`src/rtl/core/hrbd_pkg.sv`:
```
// Package for the HTTP response body deframer.
// Holds types, byte constants, result codes and lookup functions.
// No dependencies.
package hrbd_pkg;

  localparam int CHUNK_LEN_BITS_DEF = 32;
  localparam int PAT_LEN = 26;
  localparam int STATUS_MAX = 999;

  localparam logic [7:0] CHAR_CR    = 8'h0D;
  localparam logic [7:0] CHAR_LF    = 8'h0A;
  localparam logic [7:0] CHAR_SPACE = 8'h20;

  localparam logic KIND_BODY    = 1'b0;
  localparam logic KIND_SUMMARY = 1'b1;

  localparam logic [1:0] ERR_NONE          = 2'd0;
  localparam logic [1:0] ERR_NO_HEADER_END = 2'd1;
  localparam logic [1:0] ERR_TRUNCATED     = 2'd2;

  typedef enum logic [1:0] {
    ST_WAIT_SPACE = 2'd0,
    ST_DIGITS     = 2'd1,
    ST_DONE       = 2'd2
  } status_phase_t;

  typedef enum logic [2:0] {
    CH_DIGITS = 3'd0,
    CH_REST   = 3'd1,
    CH_DATA   = 3'd2,
    CH_SKIP   = 3'd3,
    CH_DONE   = 3'd4
  } chunk_phase_t;

  typedef struct packed {
    logic step;
    logic eos;
  } hrbd_ctl_t;

  typedef struct packed {
    logic       in_body;
    logic       chunked;
    logic [9:0] status;
  } hrbd_hdr_t;

  typedef struct packed {
    logic emit;
    logic truncated;
  } hrbd_chk_t;

  function automatic logic [7:0] te_char(input logic [4:0] idx);
    logic [7:0] ch;
    case (idx)
      5'd0:  ch = "t";
      5'd1:  ch = "r";
      5'd2:  ch = "a";
      5'd3:  ch = "n";
      5'd4:  ch = "s";
      5'd5:  ch = "f";
      5'd6:  ch = "e";
      5'd7:  ch = "r";
      5'd8:  ch = "-";
      5'd9:  ch = "e";
      5'd10: ch = "n";
      5'd11: ch = "c";
      5'd12: ch = "o";
      5'd13: ch = "d";
      5'd14: ch = "i";
      5'd15: ch = "n";
      5'd16: ch = "g";
      5'd17: ch = ":";
      5'd18: ch = " ";
      5'd19: ch = "c";
      5'd20: ch = "h";
      5'd21: ch = "u";
      5'd22: ch = "n";
      5'd23: ch = "k";
      5'd24: ch = "e";
      5'd25: ch = "d";
      default: ch = 8'h00;
    endcase
    return ch;
  endfunction

  // bit 4 set when the byte is a hex digit, bits 3:0 its value
  function automatic logic [4:0] hex_digit(input logic [7:0] c);
    logic [4:0] r;
    if (c inside {["0":"9"]}) begin
      r = {1'b1, c[3:0]};
    end else if (c inside {["a":"f"], ["A":"F"]}) begin
      r = {1'b1, c[3:0] + 4'd9};
    end else begin
      r = 5'd0;
    end
    return r;
  endfunction

endpackage

```
`src/rtl/core/hrbd_in_if.sv`:
```
// Input channel of the deframer: one response byte or end of stream per word.
// Depends on nothing.
interface hrbd_in_if;
  logic       valid;
  logic       ready;
  logic [7:0] rx_byte;
  logic       end_of_stream;

  modport source (output valid, rx_byte, end_of_stream, input ready);
  modport sink (input valid, rx_byte, end_of_stream, output ready);
endinterface

```
`src/rtl/core/hrbd_out_if.sv`:
```
// Output channel of the deframer: one body byte or summary per word.
// Depends on nothing.
interface hrbd_out_if;
  logic       valid;
  logic       ready;
  logic       kind;
  logic [7:0] body_byte;
  logic [9:0] status_code;
  logic       was_chunked;
  logic [1:0] error_code;

  modport source (output valid, kind, body_byte, status_code, was_chunked, error_code,
                  input ready);
  modport sink (input valid, kind, body_byte, status_code, was_chunked, error_code,
                output ready);
endinterface

```
`src/rtl/core/hrbd_hdr.sv`:
```
// Header scanner: status code, transfer-encoding match and header end search.
// Depends on hrbd_pkg.
module hrbd_hdr (
  input  logic              clk,
  input  logic              rst,
  input  hrbd_pkg::hrbd_ctl_t ctl,
  input  logic [7:0]        rx_byte,
  output hrbd_pkg::hrbd_hdr_t hdr
);

  hrbd_pkg::status_phase_t status_phase, status_phase_next;
  logic [9:0]  status_value, status_value_next;
  logic [4:0]  pattern_progress, pattern_progress_next;
  logic        chunked_flag, chunked_flag_next;
  logic [1:0]  header_end_progress, header_end_progress_next;
  logic        in_body, in_body_next;
  logic [7:0]  lc;
  logic [13:0] scaled;
  logic        end_match;

  always_comb begin
    status_phase_next = status_phase;
    status_value_next = status_value;
    scaled = ({4'd0, status_value} << 3) + ({4'd0, status_value} << 1)
           + {10'd0, rx_byte[3:0]};
    case (status_phase)
      hrbd_pkg::ST_WAIT_SPACE: begin
        if (rx_byte == hrbd_pkg::CHAR_SPACE) status_phase_next = hrbd_pkg::ST_DIGITS;
      end
      hrbd_pkg::ST_DIGITS: begin
        if (rx_byte inside {["0":"9"]}) begin
          status_value_next = (scaled > 14'(hrbd_pkg::STATUS_MAX)) ?
                              10'(hrbd_pkg::STATUS_MAX) : scaled[9:0];
        end else begin
          status_phase_next = hrbd_pkg::ST_DONE;
        end
      end
      default: ;
    endcase
  end

  always_comb begin
    lc = (rx_byte inside {["A":"Z"]}) ? rx_byte + 8'd32 : rx_byte;
    pattern_progress_next = pattern_progress;
    chunked_flag_next = chunked_flag;
    header_end_progress_next = header_end_progress;
    in_body_next = in_body;
    end_match = (rx_byte == (header_end_progress[0] ? hrbd_pkg::CHAR_LF : hrbd_pkg::CHAR_CR));
    if (!in_body) begin
      if (pattern_progress != 5'(hrbd_pkg::PAT_LEN)) begin
        if (lc == hrbd_pkg::te_char(pattern_progress)) begin
          pattern_progress_next = pattern_progress + 5'd1;
        end else begin
          pattern_progress_next = (lc == hrbd_pkg::te_char(5'd0)) ? 5'd1 : 5'd0;
        end
        if (pattern_progress_next == 5'(hrbd_pkg::PAT_LEN)) chunked_flag_next = 1'b1;
      end
      if (end_match) begin
        header_end_progress_next = header_end_progress + 2'd1;
        if (header_end_progress == 2'd3) in_body_next = 1'b1;
      end else begin
        header_end_progress_next = (rx_byte == hrbd_pkg::CHAR_CR) ? 2'd1 : 2'd0;
      end
    end
  end

  always_ff @(posedge clk) begin
    if (rst || (ctl.step && ctl.eos)) begin
      status_phase <= hrbd_pkg::ST_WAIT_SPACE;
      status_value <= '0;
      pattern_progress <= '0;
      chunked_flag <= 1'b0;
      header_end_progress <= '0;
      in_body <= 1'b0;
    end else if (ctl.step) begin
      status_phase <= status_phase_next;
      status_value <= status_value_next;
      pattern_progress <= pattern_progress_next;
      chunked_flag <= chunked_flag_next;
      header_end_progress <= header_end_progress_next;
      in_body <= in_body_next;
    end
  end

  assign hdr.in_body = in_body;
  assign hdr.chunked = chunked_flag;
  assign hdr.status = status_value;

endmodule

```
`src/rtl/core/hrbd_chunk.sv`:
```
// Chunk decoder: hex size line, data, two skipped bytes, stop on size zero.
// Depends on hrbd_pkg.
module hrbd_chunk #(
  parameter int CHUNK_LEN_BITS = hrbd_pkg::CHUNK_LEN_BITS_DEF
) (
  input  logic                clk,
  input  logic                rst,
  input  hrbd_pkg::hrbd_ctl_t ctl,
  input  logic                active,
  input  logic [7:0]          rx_byte,
  output hrbd_pkg::hrbd_chk_t chk
);

  hrbd_pkg::chunk_phase_t phase, phase_next;
  logic [CHUNK_LEN_BITS-1:0] remaining, remaining_next;
  logic saw_cr, saw_cr_next;
  logic skip_count, skip_count_next;
  logic [4:0] hd;

  always_comb begin
    phase_next = phase;
    remaining_next = remaining;
    saw_cr_next = saw_cr;
    skip_count_next = skip_count;
    hd = hrbd_pkg::hex_digit(rx_byte);
    case (phase)
      hrbd_pkg::CH_DIGITS: begin
        if (hd[4]) begin
          if (remaining[CHUNK_LEN_BITS-1 -: 4] != 4'd0) begin
            remaining_next = '1;
          end else begin
            remaining_next = {remaining[CHUNK_LEN_BITS-5:0], hd[3:0]};
          end
        end else begin
          phase_next = hrbd_pkg::CH_REST;
          saw_cr_next = (rx_byte == hrbd_pkg::CHAR_CR);
        end
      end
      hrbd_pkg::CH_REST: begin
        if (saw_cr && rx_byte == hrbd_pkg::CHAR_LF) begin
          saw_cr_next = 1'b0;
          phase_next = (remaining == '0) ? hrbd_pkg::CH_DONE : hrbd_pkg::CH_DATA;
        end else begin
          saw_cr_next = (rx_byte == hrbd_pkg::CHAR_CR);
        end
      end
      hrbd_pkg::CH_DATA: begin
        remaining_next = remaining - {{(CHUNK_LEN_BITS-1){1'b0}}, 1'b1};
        if (remaining_next == '0) begin
          phase_next = hrbd_pkg::CH_SKIP;
          skip_count_next = 1'b0;
        end
      end
      hrbd_pkg::CH_SKIP: begin
        if (skip_count) begin
          skip_count_next = 1'b0;
          phase_next = hrbd_pkg::CH_DIGITS;
          remaining_next = '0;
        end else begin
          skip_count_next = 1'b1;
        end
      end
      default: ;
    endcase
  end

  always_comb begin
    chk.emit = (phase == hrbd_pkg::CH_DATA);
    chk.truncated = (phase == hrbd_pkg::CH_DATA) && (remaining != '0);
  end

  always_ff @(posedge clk) begin
    if (rst || (ctl.step && ctl.eos)) begin
      phase <= hrbd_pkg::CH_DIGITS;
      remaining <= '0;
      saw_cr <= 1'b0;
      skip_count <= 1'b0;
    end else if (ctl.step && active) begin
      phase <= phase_next;
      remaining <= remaining_next;
      saw_cr <= saw_cr_next;
      skip_count <= skip_count_next;
    end
  end

endmodule

```
`src/rtl/core/http_response_body_deframer_top.sv`:
```
// Top level of the HTTP response body deframer.
// Depends on hrbd_pkg, hrbd_in_if, hrbd_out_if, hrbd_hdr and hrbd_chunk.
//
//   port | dir | word carries
//   rx   | in  | rx_byte, end_of_stream
//   tx   | out | kind, body_byte, status_code, was_chunked, error_code
//
// One word per cycle in while tx does not stall, at most one word out per input word.
// tx valid is registered: a word passes the input register, then the result register.
// State advances as a word leaves the input register; end_of_stream returns it to reset.
// rst is synchronous and clears control state; tx stalls back up into rx.ready.
module http_response_body_deframer_top #(
  parameter int CHUNK_LEN_BITS = hrbd_pkg::CHUNK_LEN_BITS_DEF
) (
  input logic        clk,
  input logic        rst,
  hrbd_in_if.sink    rx,
  hrbd_out_if.source tx
);

  logic       in_valid;
  logic [7:0] in_byte;
  logic       in_eos;
  logic       advance;
  logic       produce;
  hrbd_pkg::hrbd_ctl_t ctl;
  hrbd_pkg::hrbd_hdr_t hdr;
  hrbd_pkg::hrbd_chk_t chk;

  logic       out_valid;
  logic       out_kind;
  logic [7:0] out_byte;
  logic [9:0] out_status;
  logic       out_chunked;
  logic [1:0] out_err;

  assign advance = in_valid && (!out_valid || tx.ready);
  assign rx.ready = !in_valid || advance;
  assign ctl.step = advance;
  assign ctl.eos = in_eos;

  always_ff @(posedge clk) begin
    if (rst) begin
      in_valid <= 1'b0;
    end else if (rx.ready) begin
      in_valid <= rx.valid;
    end
  end

  always_ff @(posedge clk) begin
    if (rx.ready && rx.valid) begin
      in_byte <= rx.rx_byte;
      in_eos <= rx.end_of_stream;
    end
  end

  hrbd_hdr u_hdr (
    .clk     (clk),
    .rst     (rst),
    .ctl     (ctl),
    .rx_byte (in_byte),
    .hdr     (hdr)
  );

  hrbd_chunk #(
    .CHUNK_LEN_BITS (CHUNK_LEN_BITS)
  ) u_chunk (
    .clk     (clk),
    .rst     (rst),
    .ctl     (ctl),
    .active  (hdr.in_body && hdr.chunked),
    .rx_byte (in_byte),
    .chk     (chk)
  );

  assign produce = in_eos || (hdr.in_body && (!hdr.chunked || chk.emit));

  always_ff @(posedge clk) begin
    if (rst) begin
      out_valid <= 1'b0;
    end else if (!out_valid || tx.ready) begin
      out_valid <= in_valid && produce;
    end
  end

  always_ff @(posedge clk) begin
    if (advance) begin
      if (in_eos) begin
        out_kind <= hrbd_pkg::KIND_SUMMARY;
        out_byte <= 8'd0;
        out_status <= hdr.status;
        out_chunked <= hdr.chunked;
        if (!hdr.in_body) begin
          out_err <= hrbd_pkg::ERR_NO_HEADER_END;
        end else if (hdr.chunked && chk.truncated) begin
          out_err <= hrbd_pkg::ERR_TRUNCATED;
        end else begin
          out_err <= hrbd_pkg::ERR_NONE;
        end
      end else begin
        out_kind <= hrbd_pkg::KIND_BODY;
        out_byte <= in_byte;
        out_status <= 10'd0;
        out_chunked <= 1'b0;
        out_err <= hrbd_pkg::ERR_NONE;
      end
    end
  end

  assign tx.valid = out_valid;
  assign tx.kind = out_kind;
  assign tx.body_byte = out_byte;
  assign tx.status_code = out_status;
  assign tx.was_chunked = out_chunked;
  assign tx.error_code = out_err;

endmodule

```
`src/flat_wrapper.sv`:
```
// flat-port wrapper written by rule: the top's interface ports become plain ports
module http_response_body_deframer_top_flat 
#(
  parameter int CHUNK_LEN_BITS = hrbd_pkg::CHUNK_LEN_BITS_DEF
)
  (clk, rst, rx_valid, rx_rx_byte, rx_end_of_stream, rx_ready, tx_valid, tx_kind, tx_body_byte, tx_status_code, tx_was_chunked, tx_error_code, tx_ready);
  hrbd_in_if rx_i ();
  hrbd_out_if tx_i ();
  input logic clk;
  input logic rst;
  input wire logic [$bits(rx_i.valid)-1:0] rx_valid;
  input wire logic [$bits(rx_i.rx_byte)-1:0] rx_rx_byte;
  input wire logic [$bits(rx_i.end_of_stream)-1:0] rx_end_of_stream;
  output wire logic [$bits(rx_i.ready)-1:0] rx_ready;
  output wire logic [$bits(tx_i.valid)-1:0] tx_valid;
  output wire logic [$bits(tx_i.kind)-1:0] tx_kind;
  output wire logic [$bits(tx_i.body_byte)-1:0] tx_body_byte;
  output wire logic [$bits(tx_i.status_code)-1:0] tx_status_code;
  output wire logic [$bits(tx_i.was_chunked)-1:0] tx_was_chunked;
  output wire logic [$bits(tx_i.error_code)-1:0] tx_error_code;
  input wire logic [$bits(tx_i.ready)-1:0] tx_ready;
  assign rx_i.valid = rx_valid;
  assign rx_i.rx_byte = rx_rx_byte;
  assign rx_i.end_of_stream = rx_end_of_stream;
  assign rx_ready = rx_i.ready;
  assign tx_valid = tx_i.valid;
  assign tx_kind = tx_i.kind;
  assign tx_body_byte = tx_i.body_byte;
  assign tx_status_code = tx_i.status_code;
  assign tx_was_chunked = tx_i.was_chunked;
  assign tx_error_code = tx_i.error_code;
  assign tx_i.ready = tx_ready;
  http_response_body_deframer_top #(.CHUNK_LEN_BITS(CHUNK_LEN_BITS)) u_core (.clk(clk), .rst(rst), .rx(rx_i), .tx(tx_i));
endmodule
```
`config.mk`:
```
export PLATFORM = sky130hd
export DESIGN_NAME = http_response_body_deframer_top_flat
export DESIGN_NICKNAME = d
export VERILOG_FILES = /design/src/rtl/core/hrbd_pkg.sv /design/src/rtl/core/hrbd_in_if.sv /design/src/rtl/core/hrbd_out_if.sv /design/src/rtl/core/hrbd_hdr.sv /design/src/rtl/core/hrbd_chunk.sv /design/src/rtl/core/http_response_body_deframer_top.sv /design/src/flat_wrapper.sv
export SDC_FILE = /design/constraint.sdc
export NUM_CORES = 1
export LEC_CHECK = 0
export BUFFER_PORTS_ARGS = -buffer_cell sky130_fd_sc_hd__buf_2
export CAP_MARGIN = 20
export CELL_PAD_IN_SITES_DETAIL_PLACEMENT = 0
export CELL_PAD_IN_SITES_GLOBAL_PLACEMENT = 1
export CORE_MARGIN = 3
export CORE_UTILIZATION = 35
export DETAILED_ROUTE_END_ITERATION = 8
export GPL_TIMING_DRIVEN = 0
export PLACE_DENSITY = 0.64
export SYNTH_ARGS = -nofsm -noshare
export SYNTH_HDL_FRONTEND = slang
export SYNTH_SLANG_ARGS = --single-unit
```
`constraint.sdc`:
```
create_clock -name clk -period 6.9 [get_ports clk]
set_clock_uncertainty 0.2 [all_clocks]
set_input_delay 0 -clock clk [delete_from_list [all_inputs] [get_ports clk]]
set_output_delay 0 -clock clk [all_outputs]
set_load 0.005 [all_outputs]
```
# After elaboration in Yosys (flattened, before gate mapping)
# Memories as Yosys holds them, arrays and structs flattened. A register that Yosys moved wholly into a read port is not among the register bits.
# Index checks and enable logic that the tools add are counted.
[totals]
ff_bits = 91
latchBits = 0
ramBits = 0
romBits = 224
in_bits = 13
out_inout_bits = 24
word_cells = 141
mem_count = 1
[memory_table]
columns = ["name", "depth", "width", "read_ports", "rd_clocked_by_memory_dff", "wr", "line_no", "text"]
rows = [
  ["(no name shown)", 32, 7, 1, 1, 0, "hrbd_pkg.sv:53", "case (idx)"],
]
[classes]
n_addsub = 7
n_mul = 0
div_mod_pow = 0
magnitude_cmp = 8
eq_ne = 20
n_shift = 0
mux = 40
bitwise_logic = 1
reduce_logical = 44
[op_table]
columns = ["op", "n"]
rows = [
  ["$mux W32", 3],
  ["$pmux W32 S3", 1],
  ["$logic_not A32 Y1", 2],
  ["$mux W5", 7],
  ["$reduce_bool A32 Y1", 1],
  ["$sub A32 B1 Y32 const B", 1],
  ["$le A8 B7 Y1 const B", 3],
  ["$mux W8", 3],
  ["$mux W3", 6],
  ["$eq A8 B4 Y1 const B", 2],
  ["$ge A8 B7 Y1 const B", 2],
  ["$add A13 B11 Y14", 1],
  ["$add A14 B4 Y14", 1],
  ["$gt A14 B10 Y1 const B", 1],
  ["$logic_and A1 B1 Y1", 14],
  ["$ne A2 B2 Y1 const B", 7],
  ["$pmux W3 S4", 1],
  ["$reduce_and A3 Y1", 4],
  ["$reduce_and A4 Y1", 3],
  ["$mux W1", 11],
  ["$mux W10", 1],
  ["$add A8 B6 Y8 const B", 1],
  ["$eq A8 B4 Y1", 1],
  ["$eq A8 B6 Y1 const B", 1],
  ["other kinds (26)", 42],
]

# Logic depth before layout (Yosys ltp)
[logic_depth]
word_depth = 10
mapped_depth = 15

# By module
# Synthesis repeated with hierarchy kept, for this count alone.
[hier_totals]
hier_cells = 749
area_unflattened_um2 = 6572.6
[by_module_without_submodules]
columns = ["mod", "instances", "cells_each", "area_per_inst_um2", "seq_area_each_um2"]
rows = [
  ["hrbd_chunk", 1, 408, 2960.3, 740.7],
  ["hrbd_hdr", 1, 274, 2411.1, 560.5],
  ["http_response_body_deframer_top", 1, 67, 1201.2, 970.9],
]

# Worst setup path after synthesis
# OpenSTA, ideal clock, no wires.
[synth_path]
path_kind = "register to register"
startpoint = "register u_core.in_byte[0]"
endpoint = "register with a tool-made name"
setup_time_ps = 127
arrival_ps = 3301
slack_ps = 3272
stages_incl_launch_ff = 14
path_buffers = 1
period_less_slack_ps = 3628
path_cell_list = "edfxtp_1 buf_2 inv_1 ha_1 or3b_1 o21ai_2 or4b_1 a211oi_2 and3_4 o21ai_4 ha_1 mux2i_1 o21ai_0 or3_1"
[synth_rtl]
columns = ["element", "line_no", "text"]
rows = [
  ["start: declaration", "http_response_body_deframer_top.sv:22", "logic [7:0] in_byte;"],
  ["start signal: assignment", "http_response_body_deframer_top.sv:52", "in_byte <= rx.rx_byte;"],
]

==> results.ini <==
[outcome]
status=completed

[logic_synthesis]
synth_nets=836
syn_area_sq_um=6580
synthCells=783
yosys.area.top_type_share_pct=20.4
synth_largest_area_cell=dfxtp_1
yosysSeqAreaShare_pct=34.6
synth_flop_cell=dfxtp_1
synth_edf_count=31
ys_ff_latch=98
ys_warn_count=0
synthTopCellsByArea=dfxtp_1 20%, edfxtp_1 14%, ha_1 7.2%
avgSynthCellArea_sq_um=8.40
yosysUniqueCellTypes=84
async_flop_share_pct=0

[worst_setup_path]
path_buf_inv=2
max_stage_delay_ns=0.51
worstSetupPathType=flop to flop
crit_top_cell=ha_1
cp-start-kind=flop
worstPathRequired_ns=6.94
critPathCaptureType=flop
arrival_ns=4.27
slowest_stage=edfxtp_1
cp_top_family=simple AND/OR/NAND/NOR gates
crit_fanout=10
worstPathCellList=buf_2, inv_1, ha_1, or3b_1, o21ai_2, or4b_1, a211oi_2, and3_4, o21ai_4, ha_1, mux2i_1, o21ai_0, or3_1

[job]
max_cap_viol_count=0

[placed_design]
place.gp.congestion=0.912
hpwlAfterDp_microns=14600
dpl_worst_slack_ns=2.72
port_buffers=36

[grt]
grt_pass1_wl_microns=32300
track_usage_pct=19.8
grt_pass1_vias=5983
antenna_found_initial=0
grt_max_degree=27
grt_overflow=0

[power]
swShare_pct=26.0
power.density_nw_per_um2=161
power_frac_comb_pct=6.8
pwr-share-seq_pct=50.6
leakage_nw=2.87
fin_total_pwr_w=0.00120
p_sw_w=0.000313
worst_ir_drop_vdd_uv=122
power.internal_w=0.000891
pwr-share-clk_pct=42.6

[floorplan]
core_sq_um=18200
initial_utilization_pct=36.1
die_x_microns=143
ioPinCount=37
dieArea_sq_um=20500
rows=49
die_h_microns=143

[cts]
cts_tree=built
htreeDepth=3
cts.sink_count=98
clk_latency_ns=0.36
clockBufferDepth=2
cts-buffers-inserted=9
cts_setup_buffers=0
root_buffer=clkbuf_16
clk_pin_slew_ns=0.08

[timing]
finalWorstPathRequiredPeriod_ns=4.23
maxSlewViolCount=0
rsz0062_at_grt=false
max_freq_mhz=236
final_hold_viol_count=0
fin_crit_sh_pct=61.3
tns_ns=0
fin_ws_ns=2.67
slew_headroom_pct=38.3
final-setup-viol-count=0
tightestPinTransition_ns=0.922
fin_hold_ws_ns=0.106

[cells_and_area]
final.fill_count=1831
drive_gt1_share_pct=11.7
diodes=0
syn2layout_area_growth_pct=14.0
fin_nets=897

[detailed_routing]
vias=6257
wire_per_inst_microns=18.4
ant_nets=0
wl_microns=19900
viasPerCell=5.80
first_iter_violations=591
firstDrtPassIters=6
drc=0

[min_path]
hold_class=input pin to output pin

==> cells by family after synthesis <==
family	count (synthesis)	share of synthesized area (%)
fa+ha+maj	40	7.84
flops	98	34.6
buf+inv	77	5.56
compound gates	247	24.5
simple gates	289	23.2
mux	5	0.799
xor+xnor	27	3.60
==> metrics by stage <==
step	utilization [%]	cell area (sq um)	cells
global route	41.2	7500	1078
detailed placement	38.7	7040	1048
global placement	38.7	7040	1048
finish	41.2	7500	1078
floorplan	-	6580	783
CTS	41.0	7470	1077
==> per-layer routing <==
layer  share of wire, %  vias up  track usage, %
met5                  0        -               0
met4                1.9        0            6.20
met3                5.1       28            3.08
met2                 45      191            31.1
met1                 48     2993            27.9
li1                   -     3045               -
==> power groups by stage <==
stage	Combinational [W]	Sequential, W	Clock, W
6_report	0.0000818	0.000609	0.000514
5_1_grt	0.0000910	0.000610	0.000547
4_1_cts	0.0000808	0.000610	0.000525
3_5_place_dp	0.0000749	0.000623	0
3_3_place_gp	0.0000738	0.000623	0
2_1_floorplan	0.0000463	0.000622	0
==> sequential cells by signal, indices dropped and copies added, names as in the netlist, named ones only <==
| name | count |
|---|---|
| u_core.in_byte | 8 |
| u_core.in_eos | 1 |
| u_core.in_valid | 1 |
| u_core.tx.body_byte | 8 |
| u_core.tx.error_code | 2 |
| u_core.tx.kind | 1 |
| u_core.tx.status_code | 10 |
| u_core.tx.valid | 1 |
| u_core.tx.was_chunked | 1 |
| u_core.u_chunk.phase | 3 |
| u_core.u_chunk.remaining | 32 |
| u_core.u_chunk.saw_cr | 1 |
| u_core.u_chunk.skip_count | 1 |
| u_core.u_hdr.chunked_flag | 1 |
| u_core.u_hdr.header_end_progress | 2 |
| u_core.u_hdr.in_body | 1 |
| u_core.u_hdr.pattern_progress | 5 |
| u_core.u_hdr.status_phase | 2 |
| u_core.u_hdr.status_value | 10 |
==> Yosys cell counts (all sizes together) (3+ instances only) <==
cell / n
o41ai: 8
dfxtp: 67
mux2i: 3
o21ai: 87
o31ai: 7
a211oi: 7
nor3b: 5
nor2b: 11
nand4b: 3
o21a: 4
or4: 5
nor4: 18
nand2: 57
nor3: 26
nand2b: 12
xnor2: 16
and3: 8
and2: 14
or3: 8
a22oi: 12
xor2: 11
or2: 4
ha: 38
a21o: 8
buf: 16
inv: 28
o221ai: 3
a31oi: 10
o311ai: 13
nand4: 10
clkbuf: 32
o211ai: 16
nand3: 16
o21bai: 3
nor2: 79
edfxtp: 31
a21oi: 52
==> worst register-to-register path: stages (launching register included) <==
cell      delay (ns)
edfxtp_1        0.51
buf_2           0.25
inv_1           0.16
ha_1            0.19
or3b_1          0.47
o21ai_2         0.19
or4b_1          0.47
a211oi_2        0.34
and3_4          0.25
o21ai_4         0.11
ha_1            0.41
mux2i_1         0.16
o21ai_0         0.09
or3_1           0.33
==> path summary, 6_finish.rpt <==
path / start / to / slack, ns / depth (start not counted)
setup / recovery: u_core.in_byte[0]$_DFFE_PP_ / flop / 2.67 / 13
hold / removal: tx_ready / rx_ready / 0.11 / 4
setup reg to reg: u_core.in_byte[0]$_DFFE_PP_ / flop / 2.67 / 13
hold reg to reg: u_core.u_hdr.header_end_progress[1]$_SDFFE_PP0P_ / u_core.u_hdr.header_end_progress[1]$_SDFFE_PP0P_ / 0.27 / 2
==> placed cells by master, fill, tap and decap left out, drive strengths merged, types with 10 or more instances in the layout <==
master	n
xor2	11
nor4	18
nand2b	12
edfxtp	31
xnor2	16
nand2	57
nand4	10
buf	53
o311ai	13
o21ai	87
ha	38
a22oi	12
nor3	26
o211ai	16
nor2	79
dlygate4sd3	13
nor2b	11
a31oi	10
nand3	16
inv	31
and2	14
dfxtp	67
a21oi	52
clkbuf	41
==> area by class of cell <==
type                            count  area, sq um  share of cell area [%]
Clock inverter                      7         72.6                   0.968
Buffer                             48          249                    3.32
Sequential cell                    98         2270                    30.3
Inverter                           29          116                    1.55
Tap cell                          229          287                    3.82
Multi-Input combinational cell    608         3940                    52.5
Timing Repair Buffer               50          338                    4.51
Clock buffer                        9          225                    3.00
==> what timing repair did <==
item | CTS | global route
setup endpoints to repair | 0 | 0
hold buffers | 13 | 0
endpoints found under the hold margin | 12 | 0
gates resized for setup | 0 | 0
Note: power is estimated with default switching activity, not from simulation.
